===== config.mk =====
export PLATFORM = sky130hd
export DESIGN_NAME = lcd_init_serial_shifter
export DESIGN_NICKNAME = d
export VERILOG_FILES = /design/src/rtl/lcdss_pkg.sv /design/src/rtl/lcd_init_serial_shifter.sv /design/src/rtl/lcdss_cfg.sv /design/src/rtl/lcdss_core.sv
export SDC_FILE = /design/constraint.sdc
export NUM_CORES = 1
export LEC_CHECK = 0
export BUFFER_PORTS_ARGS = -buffer_cell sky130_fd_sc_hd__buf_4
export CORE_ASPECT_RATIO = 1.75
export CORE_MARGIN = 10
export CORE_UTILIZATION = 55
export CTS_BUF_LIST = sky130_fd_sc_hd__clkbuf_8
export DETAILED_ROUTE_END_ITERATION = 10
export PLACE_DENSITY = 0.82
export SLEW_MARGIN = 15
export SYNTH_ARGS = -nofsm -noshare
export SYNTH_HDL_FRONTEND = slang
export SYNTH_SLANG_ARGS = --single-unit

===== constraint.sdc =====
create_clock -name clk -period 7.2 [get_ports clk]
set_clock_uncertainty 0.15 [all_clocks]
set_input_delay 0.36 -clock clk [delete_from_list [all_inputs] [get_ports clk]]
set_output_delay 0.36 -clock clk [all_outputs]
set_load 0.01 [all_outputs]

===== src/rtl/lcdss_pkg.sv =====
// Package for the LCD set-up serial shifter: field widths, command kinds,
// register indexes, mode codes and shared types. No dependencies.
`default_nettype none

package lcdss_pkg;

  // Fixed field widths
  localparam int WORD_W      = 16;
  localparam int BITS_W      = 5;
  localparam int KIND_W      = 2;
  localparam int HALF_W      = 16;
  localparam int DELAY_W     = 24;
  localparam int CFG_IDX_W   = 2;
  localparam int CFG_DATA_W  = 24;
  localparam int IN_DATA_W   = 24;  // word + bits, padded to whole bytes
  localparam int IN_USER_W   = 3;   // valid + kind
  localparam int OUT_DATA_W  = 8;   // four levels, padded to a byte

  // Default for the bit-count ceiling
  localparam int MAX_BITS_DEF = 16;

  // Command kinds
  localparam logic [KIND_W-1:0] KIND_SEND  = 2'd0;
  localparam logic [KIND_W-1:0] KIND_LONG  = 2'd1;
  localparam logic [KIND_W-1:0] KIND_SHORT = 2'd2;

  // Configuration register indexes
  localparam logic [CFG_IDX_W-1:0] CFG_HALF_PERIOD = 2'd0;
  localparam logic [CFG_IDX_W-1:0] CFG_LONG_DELAY  = 2'd1;
  localparam logic [CFG_IDX_W-1:0] CFG_SHORT_DELAY = 2'd2;

  // Register reset values
  localparam logic [HALF_W-1:0]  HALF_RST  = 16'd50;
  localparam logic [DELAY_W-1:0] LONG_RST  = 24'd120000;
  localparam logic [DELAY_W-1:0] SHORT_RST = 24'd30000;

  // Sequencer modes
  localparam logic [1:0] MODE_IDLE  = 2'd0;
  localparam logic [1:0] MODE_SEND  = 2'd1;
  localparam logic [1:0] MODE_DELAY = 2'd2;

  // Configuration seen by the sequencer
  typedef struct packed {
    logic [HALF_W-1:0]  half_period_ticks;
    logic [DELAY_W-1:0] long_delay_ticks;
    logic [DELAY_W-1:0] short_delay_ticks;
  } cfg_t;

  // Line levels of one result item
  typedef struct packed {
    logic ready_res;
    logic select_n;
    logic serial_data;
    logic serial_clock;
  } res_t;

  // Bit of the word at a position; positions at or above the word width read 0
  function automatic logic word_bit(input logic [WORD_W-1:0] word,
                                    input logic [BITS_W-1:0] pos);
    logic b;
    b = pos[BITS_W-1] ? 1'b0 : word[pos[BITS_W-2:0]];
    return b;
  endfunction

  // Reload value of a clock half period; zero acts as one
  function automatic logic [DELAY_W-1:0] phase_reload(input logic [HALF_W-1:0] half);
    logic [HALF_W-1:0] h;
    h = (half == '0) ? HALF_W'(1) : half;
    return DELAY_W'(h - HALF_W'(1));
  endfunction

endpackage

`default_nettype wire


===== src/rtl/lcd_init_serial_shifter.sv =====
// Three-wire serial master for LCD panel set-up. Every input item is one time
// tick and may carry a command (send a word of up to MAX_BITS bits MSB first,
// or hold for the long or short delay). The block takes one item per clock
// cycle and returns one result item per input item, holding the clock, data
// and select levels after that tick plus a ready flag that tells whether a
// command on the next item is taken. The result appears in the cycle after its
// item, from a single output register; input is taken whenever that register
// is empty or drained in the same cycle, so the rate drops below one item per
// cycle only while the result side stalls. Commands offered while busy are
// dropped. Configuration writes are taken in any cycle.
// Depends on lcdss_pkg, lcdss_cfg and lcdss_core.
`default_nettype none

module lcd_init_serial_shifter #(
  parameter int MAX_BITS = lcdss_pkg::MAX_BITS_DEF
) (
  input  wire logic                                 clk,
  input  wire logic                                 rst_n,
  // input items
  input  wire logic                                 in_tvalid,
  output logic                                      in_tready,
  input  wire logic [lcdss_pkg::IN_DATA_W-1:0]      in_tdata,  // [15:0] cmd_word, [20:16] cmd_bits
  input  wire logic [lcdss_pkg::IN_USER_W-1:0]      in_tuser,  // [0] cmd_valid, [2:1] cmd_kind
  // result items
  output logic                                      out_tvalid,
  input  wire logic                                 out_tready,
  output logic [lcdss_pkg::OUT_DATA_W-1:0]          out_tdata, // [0] serial_clock, [1] serial_data,
                                                               // [2] select_n, [3] ready_res
  // configuration writes
  input  wire logic                                 cfg_valid,
  output logic                                      cfg_ready,
  input  wire logic [lcdss_pkg::CFG_IDX_W-1:0]      cfg_index,
  input  wire logic [lcdss_pkg::CFG_DATA_W-1:0]     cfg_data
);

  lcdss_pkg::cfg_t cfg;
  lcdss_pkg::res_t res_nxt;
  lcdss_pkg::res_t res_r;
  logic            out_valid_r, out_valid_nxt;
  logic            in_accept;

  // Take an item when the output register is free or being drained
  assign in_tready = !out_valid_r || out_tready;
  assign in_accept = in_tvalid && in_tready;

  lcdss_cfg u_cfg (
    .clk       (clk),
    .rst_n     (rst_n),
    .cfg_valid (cfg_valid),
    .cfg_ready (cfg_ready),
    .cfg_index (cfg_index),
    .cfg_data  (cfg_data),
    .cfg       (cfg)
  );

  lcdss_core #(
    .MAX_BITS (MAX_BITS)
  ) u_core (
    .clk       (clk),
    .rst_n     (rst_n),
    .advance   (in_accept),
    .cmd_valid (in_tuser[0]),
    .cmd_kind  (in_tuser[2:1]),
    .cmd_word  (in_tdata[15:0]),
    .cmd_bits  (in_tdata[20:16]),
    .cfg       (cfg),
    .res_nxt   (res_nxt)
  );

  // Output register
  assign out_valid_nxt = in_accept || (out_valid_r && !out_tready);

  always_ff @(posedge clk) begin
    if (!rst_n) begin
      out_valid_r <= 1'b0;
    end else begin
      out_valid_r <= out_valid_nxt;
    end
  end

  always_ff @(posedge clk) begin
    if (in_accept) begin
      res_r <= res_nxt;
    end
  end

  assign out_tvalid = out_valid_r;
  assign out_tdata  = {{(lcdss_pkg::OUT_DATA_W - 4){1'b0}}, res_r};

endmodule

`default_nettype wire


===== src/rtl/lcdss_cfg.sv =====
// Configuration register file of the LCD set-up serial shifter.
// Depends on lcdss_pkg.
`default_nettype none

module lcdss_cfg (
  input  wire logic                                 clk,
  input  wire logic                                 rst_n,
  input  wire logic                                 cfg_valid,
  output logic                                      cfg_ready,
  input  wire logic [lcdss_pkg::CFG_IDX_W-1:0]      cfg_index,
  input  wire logic [lcdss_pkg::CFG_DATA_W-1:0]     cfg_data,
  output lcdss_pkg::cfg_t                           cfg
);

  lcdss_pkg::cfg_t cfg_r, cfg_nxt;
  logic            wr;

  assign cfg_ready = 1'b1;
  assign wr        = cfg_valid;
  assign cfg       = cfg_r;

  // Decode the write; unknown indexes are dropped
  always_comb begin
    cfg_nxt = cfg_r;
    if (wr) begin
      case (cfg_index)
        lcdss_pkg::CFG_HALF_PERIOD:
          cfg_nxt.half_period_ticks = cfg_data[lcdss_pkg::HALF_W-1:0];
        lcdss_pkg::CFG_LONG_DELAY:
          cfg_nxt.long_delay_ticks = cfg_data[lcdss_pkg::DELAY_W-1:0];
        lcdss_pkg::CFG_SHORT_DELAY:
          cfg_nxt.short_delay_ticks = cfg_data[lcdss_pkg::DELAY_W-1:0];
        default: ;
      endcase
    end
  end

  always_ff @(posedge clk) begin
    if (!rst_n) begin
      cfg_r.half_period_ticks <= lcdss_pkg::HALF_RST;
      cfg_r.long_delay_ticks  <= lcdss_pkg::LONG_RST;
      cfg_r.short_delay_ticks <= lcdss_pkg::SHORT_RST;
    end else begin
      cfg_r <= cfg_nxt;
    end
  end

endmodule

`default_nettype wire


===== src/rtl/lcdss_core.sv =====
// Tick sequencer of the LCD set-up serial shifter: mode, shift word, bit and
// tick counters, line levels. Advances one tick per accepted item. Depends on lcdss_pkg.
`default_nettype none

module lcdss_core #(
  parameter int MAX_BITS = lcdss_pkg::MAX_BITS_DEF
) (
  input  wire logic                              clk,
  input  wire logic                              rst_n,
  input  wire logic                              advance,
  input  wire logic                              cmd_valid,
  input  wire logic [lcdss_pkg::KIND_W-1:0]      cmd_kind,
  input  wire logic [lcdss_pkg::WORD_W-1:0]      cmd_word,
  input  wire logic [lcdss_pkg::BITS_W-1:0]      cmd_bits,
  input  wire lcdss_pkg::cfg_t                   cfg,
  output lcdss_pkg::res_t                        res_nxt
);

  localparam int BL_W = $clog2(MAX_BITS + 1);

  logic [1:0]                      mode_r, mode_nxt;
  logic [lcdss_pkg::WORD_W-1:0]    shift_word_r, shift_word_nxt;
  logic [BL_W-1:0]                 bits_left_r, bits_left_nxt;
  logic                            phase_high_r, phase_high_nxt;
  logic [lcdss_pkg::DELAY_W-1:0]   tick_r, tick_nxt;
  logic                            data_r, data_nxt;
  logic                            sel_r, sel_nxt;

  logic [BL_W-1:0]                 bits_load;
  logic [BL_W-1:0]                 bl_dec;
  logic [lcdss_pkg::DELAY_W-1:0]   reload;
  logic [lcdss_pkg::DELAY_W-1:0]   delay_sel;

  // Clamp the requested bit count to the ceiling
  always_comb begin
    if (32'(cmd_bits) > 32'(MAX_BITS)) begin
      bits_load = BL_W'(MAX_BITS);
    end else begin
      bits_load = BL_W'(cmd_bits);
    end
  end

  assign bl_dec    = bits_left_r - BL_W'(1);
  assign reload    = lcdss_pkg::phase_reload(cfg.half_period_ticks);
  assign delay_sel = (cmd_kind == lcdss_pkg::KIND_LONG) ? cfg.long_delay_ticks
                                                         : cfg.short_delay_ticks;

  // One tick of the sequencer
  always_comb begin
    mode_nxt       = mode_r;
    shift_word_nxt = shift_word_r;
    bits_left_nxt  = bits_left_r;
    phase_high_nxt = phase_high_r;
    tick_nxt       = tick_r;
    data_nxt       = data_r;
    sel_nxt        = sel_r;
    if (advance) begin
      case (mode_r)
        lcdss_pkg::MODE_SEND: begin
          if (tick_r != '0) begin
            tick_nxt = tick_r - lcdss_pkg::DELAY_W'(1);
          end else if (!phase_high_r) begin
            phase_high_nxt = 1'b1;
            tick_nxt       = reload;
          end else if (bl_dec != '0) begin
            // next bit, MSB first
            bits_left_nxt  = bl_dec;
            data_nxt       = lcdss_pkg::word_bit(shift_word_r,
                               lcdss_pkg::BITS_W'(bl_dec - BL_W'(1)));
            phase_high_nxt = 1'b0;
            tick_nxt       = reload;
          end else begin
            // word done: back to idle levels
            bits_left_nxt  = '0;
            data_nxt       = 1'b0;
            sel_nxt        = 1'b1;
            phase_high_nxt = 1'b1;
            tick_nxt       = '0;
            mode_nxt       = lcdss_pkg::MODE_IDLE;
          end
        end
        lcdss_pkg::MODE_DELAY: begin
          if (tick_r != '0) begin
            tick_nxt = tick_r - lcdss_pkg::DELAY_W'(1);
          end else begin
            mode_nxt = lcdss_pkg::MODE_IDLE;
          end
        end
        default: begin
          mode_nxt = lcdss_pkg::MODE_IDLE;
          if (cmd_valid) begin
            if (cmd_kind == lcdss_pkg::KIND_SEND && cmd_bits != '0) begin
              shift_word_nxt = cmd_word;
              bits_left_nxt  = bits_load;
              sel_nxt        = 1'b0;
              mode_nxt       = lcdss_pkg::MODE_SEND;
              data_nxt       = lcdss_pkg::word_bit(cmd_word,
                                 lcdss_pkg::BITS_W'(bits_load - BL_W'(1)));
              phase_high_nxt = 1'b0;
              tick_nxt       = reload;
            end else if (cmd_kind == lcdss_pkg::KIND_LONG ||
                         cmd_kind == lcdss_pkg::KIND_SHORT) begin
              // zero-length delay keeps the block idle
              if (delay_sel != '0) begin
                tick_nxt = delay_sel - lcdss_pkg::DELAY_W'(1);
                mode_nxt = lcdss_pkg::MODE_DELAY;
              end
            end
          end
        end
      endcase
    end
  end

  always_ff @(posedge clk) begin
    if (!rst_n) begin
      mode_r       <= lcdss_pkg::MODE_IDLE;
      shift_word_r <= '0;
      bits_left_r  <= '0;
      phase_high_r <= 1'b1;
      tick_r       <= '0;
      data_r       <= 1'b0;
      sel_r        <= 1'b1;
    end else begin
      mode_r       <= mode_nxt;
      shift_word_r <= shift_word_nxt;
      bits_left_r  <= bits_left_nxt;
      phase_high_r <= phase_high_nxt;
      tick_r       <= tick_nxt;
      data_r       <= data_nxt;
      sel_r        <= sel_nxt;
    end
  end

  // Levels after this tick's update
  assign res_nxt.serial_clock = phase_high_nxt;
  assign res_nxt.serial_data  = data_nxt;
  assign res_nxt.select_n     = sel_nxt;
  assign res_nxt.ready_res    = (mode_nxt == lcdss_pkg::MODE_IDLE);

endmodule

`default_nettype wire


==> impl.org <==
** Status
- Outcome :: finished clean

** Timing
- Setup violations remaining at the end of the flow were counted as 0.
- Final count of pins violating max slew :: 0
- Summed over all failing endpoints, the final setup total negative slack is 0 ps.
- Tcrit/Tclk final :: 56.97%
- Setup repair after global routing left no endpoint under its margin.
- Transition time at the pin with the least slew margin :: 1127 ps
- The worst path needs 4102 ps of the cycle, external delays included.
- On the final layout, the worst hold slack is 13.89 ps.
- In this run the tightest slew margin relative to its limit is 24.52%.
- Static timing analysis puts the maximum clock frequency at 0.2438 GHz.
- The count of endpoints failing hold in the final timing report was 0.

** Global route
- Overall overflow remaining after global route :: 0
- Entering global routing, the biggest net connects 73 pins.
- Vias in the first global route :: 7240
- The initial antenna violation count was 0.
- Global routing used 21.97% of the available tracks across all layers.
- The first global-routing pass estimated 34370 µm of wire.

** Floorplan
- The floorplan step defined a die boundary enclosing 18950 µm².
- In this run the horizontal extent of the chip is 108.4 µm.
- Boundary Pins :: 69
- Die Height :: 174.8 µm
- In this run the standard cell core region covers 13450 µm².
- For this configuration, the core starts out at a cell density of 55.96%.
- Site row count :: 56

** Drt
- DRT Pass-1 Iters :: 5
- In the routed design, unresolved DRC markers number 0.
- Dividing the detail-routed via count by the number of cells gives 6.136.
- The routed layout has 7296 vias.
- For this block, wires on met1 add up to 7821 µm.
- In this run the remaining antenna-violating nets after routing total 0.
- Wire segments on met2 add up to 10990 µm in the final route.
- Detailed-route wire length per cell :: 17.55 µm
- After detailed routing, the met3 layer carries 1054 µm of wire.
- Final wirelength :: 20860 µm
- Iter 0 DRT Violations :: 466
- Highest routing layer actually used :: met4

** Finish
- Cells fill 63.18% of the core in the end.
- Cells with a size suffix above 1 make up 14.19% of the layout.
- Syn-to-layout area delta :: 12.90%
- 0 antenna diodes ended up in the layout.
- In the final design database the tool counted 1072 nets.
- Fill cells in the final layout number 1207.

** Power and ir drop
- Cell Int Power :: 1.251 mW
- Sw frac :: 30.28%
- Total power density per cell area :: 211.2 nW/µm²
- Of the total power, registers draw 40.6%.
- Of the total power, combinational logic draws 20.3%.
- The analysis attributes to net switching a power of 0.5434 mW.
- The worst-case IR drop observed on VDD is 0.2292 mV.
- Static leakage :: 3.041 nW
- Power share of the clock group :: 39.2%

** Setup path
- For this design, the slowest cell found on the critical path is a31oi_1.
- STA classifies the critical path startpoint as a register.
- Counting both buffers and inverters, the worst setup path holds a total of 1.
- For the worst setup path, the data required time is 7340 ps.
- Critical path capture point type :: register
- Category of the most critical setup path :: register to register
- By instance count, the cell type seen most on the critical path is o22ai_1.
- Of all nets on the critical path, the largest fanout is 18.
- Largest stage delay on the critical path :: 840 ps
- The cell family contributing the most delay on the critical path is compound AO/OA/AOI/OAI gates.
- At the worst endpoint, the arrival time is 4240 ps.
- Cells along the critical path :: inv_1, ha_1, or2_2, o31ai_1, nand3_1, a31oi_1, o22ai_1, a311oi_1, o22ai_1

** Logic synthesis
- Among all flip-flop cells after synthesis, the most frequent one is dfxtp_1.
- The cell area that synthesis handed to floorplanning was 7528 µm².
- Post-synth EDFFs :: 4
- The synthesized design contains 119 register bits.
- YS warnings :: 0
- nand2_1 is the most common cell in the netlist.
- Post-synth top cells :: 189 x nand2_1, 115 x dfxtp_1, 95 x a21oi_1, 57 x nor2_1, 45 x clkbuf_1
- Synthesis handed over a netlist of 971 instances.
- Part of the Yosys area used for sequential elements :: 32.18%
- Avg Cell Area, Syn :: 7.753 µm²
- Fraction of registers with async set/reset :: 0%
- Share of Yosys cell area claimed by the top area cell type :: 30.58%
- Yosys cell types :: 73
- By area the synthesized netlist is led by dfxtp_1 31%, nand2_1 9.4%, a21oi_1 6.3%.
- Cell type with the largest total area after synthesis :: dfxtp_1

** Clock network
- Clock tree synthesis selected as its root buffer the cell clkbuf_8.
- TritonCTS built the clock tree.
- The later pin in the worst-skew pair is clocked with a latency of 440 ps.
- For this design, the CTS-stage hold fixing added 12 buffers.
- Clock transition time at the flip-flop clock pins of the worst setup and hold paths :: 90 ps
- TritonCTS created 17 clock buffers.
- Largest buffer count on any clock path :: 2
- In this run, post-CTS repair resized a total of 0 instances.
- CTS built an H-tree with a depth of 4.
- Clock sink total :: 119
- Number of buffers inserted to repair setup after CTS :: 0

** Hold path
- Class of the most critical hold timing path :: primary input to register

** Placement
- The wire-length estimate of the detail-placed layout is 14820 µm.
- The congestion estimate from routability-driven global placement came to 0.8938.
- Count of port buffers added during placement :: 60

** Flow run
- Maximum Capacitance Violations :: 0
[worst paths after layout]
check,startpoint,endpoint,slack (ps),cells after the start
worst max-delay path,u_core.bits_left_r[0],u_core.tick_r[13],3100,9
worst max register to register,u_core.bits_left_r[0],u_core.tick_r[13],3100,9
worst min-delay path,cfg_data[17],u_cfg.cfg[17],10,3
worst min register to register,u_cfg.cfg[23],u_cfg.cfg[23],310,2
[per-layer routing]
metal  up-vias  GRT usage, %
met2       257         39.42
met4         0         12.97
met1      3433         22.49
met5         -             0
met3        71         4.495
li1       3535             -
[state kept, by name, summed over array words and instances (netlist names), 2 cells and up]
register             cells
u_core.shift_word_r     16
u_core.mode_r            2
u_cfg.cfg               64
u_core.bits_left_r       5
u_core.tick_r           24
out_tdata                4
[layout make-up]
type | instances | area [µm²] | area share, %
clock buffer | 19 | 261.5 | 3.077
multi-input combinational | 766 | 4723 | 55.57
timing repair buffer | 75 | 593.1 | 6.978
sequential | 119 | 2422 | 28.50
clock inverter | 13 | 195.2 | 2.296
tap | 174 | 217.7 | 2.561
inverter | 23 | 86.33 | 1.016
[cell families (layout without fill, tap and decap cells)]
| logic type | after synthesis | count (layout) | synth area share [%] |
|---|---|---|---|
| compound gates | 232 | 232 | 19.18 |
| fa+ha+maj | 12 | 12 | 1.994 |
| simple gates | 424 | 424 | 27.51 |
| mux | 39 | 39 | 7.396 |
| other cells | 2 | 5 | 0.09975 |
| buf+inv | 89 | 130 | 5.368 |
| flops | 119 | 119 | 32.18 |
| xor+xnor | 54 | 54 | 6.282 |
[tightest hold or removal path, cell delays in order]
cell and delay (ps):
buf_4 110, nand2_1 50, a21oi_1 50
[placed cells by master (no fill, tap or decap), types with 11 or more instances in the layout]
cell / Yosys / layout
dfxtp_1: 115 / 115
o22ai_1: 13 / 13
xor2_1: 17 / 17
nor4_1: 20 / 20
clkbuf_8: 0 / 19
nand2_1: 189 / 189
xnor2_1: 37 / 37
mux4_2: 13 / 13
o21ai_0: 39 / 39
mux2i_1: 23 / 23
nor2_1: 57 / 56
ha_1: 12 / 11
nor3_1: 29 / 29
dlygate4sd3_1: 0 / 12
nand3_1: 38 / 38
buf_4: 6 / 63
inv_1: 22 / 22
a21oi_1: 95 / 95
a31oi_1: 14 / 14
[power by group through the flow]
stage	combinational [mW]	clock (mW)	sequential, mW
after floorplan	0.269	0	0.732
after global placement	0.347	0	0.741
after detailed placement	0.353	0	0.742
after CTS	0.361	0.707	0.727
after global routing	0.402	0.731	0.733
final	0.364	0.703	0.728
[per-stage QoR]
stage	std cells	worst slack (ps)	cell area [µm²]	total power, mW
after CTS	1189	3182	8497	1.796
after detailed placement	1145	3040	7920	1.095
final	1189	3098	8499	1.795
after global routing	1189	2817	8499	1.865
after floorplan	974	3641	7540	1.001
after global placement	1145	3038	7920	1.088
Power figures use the tool's default switching activity.
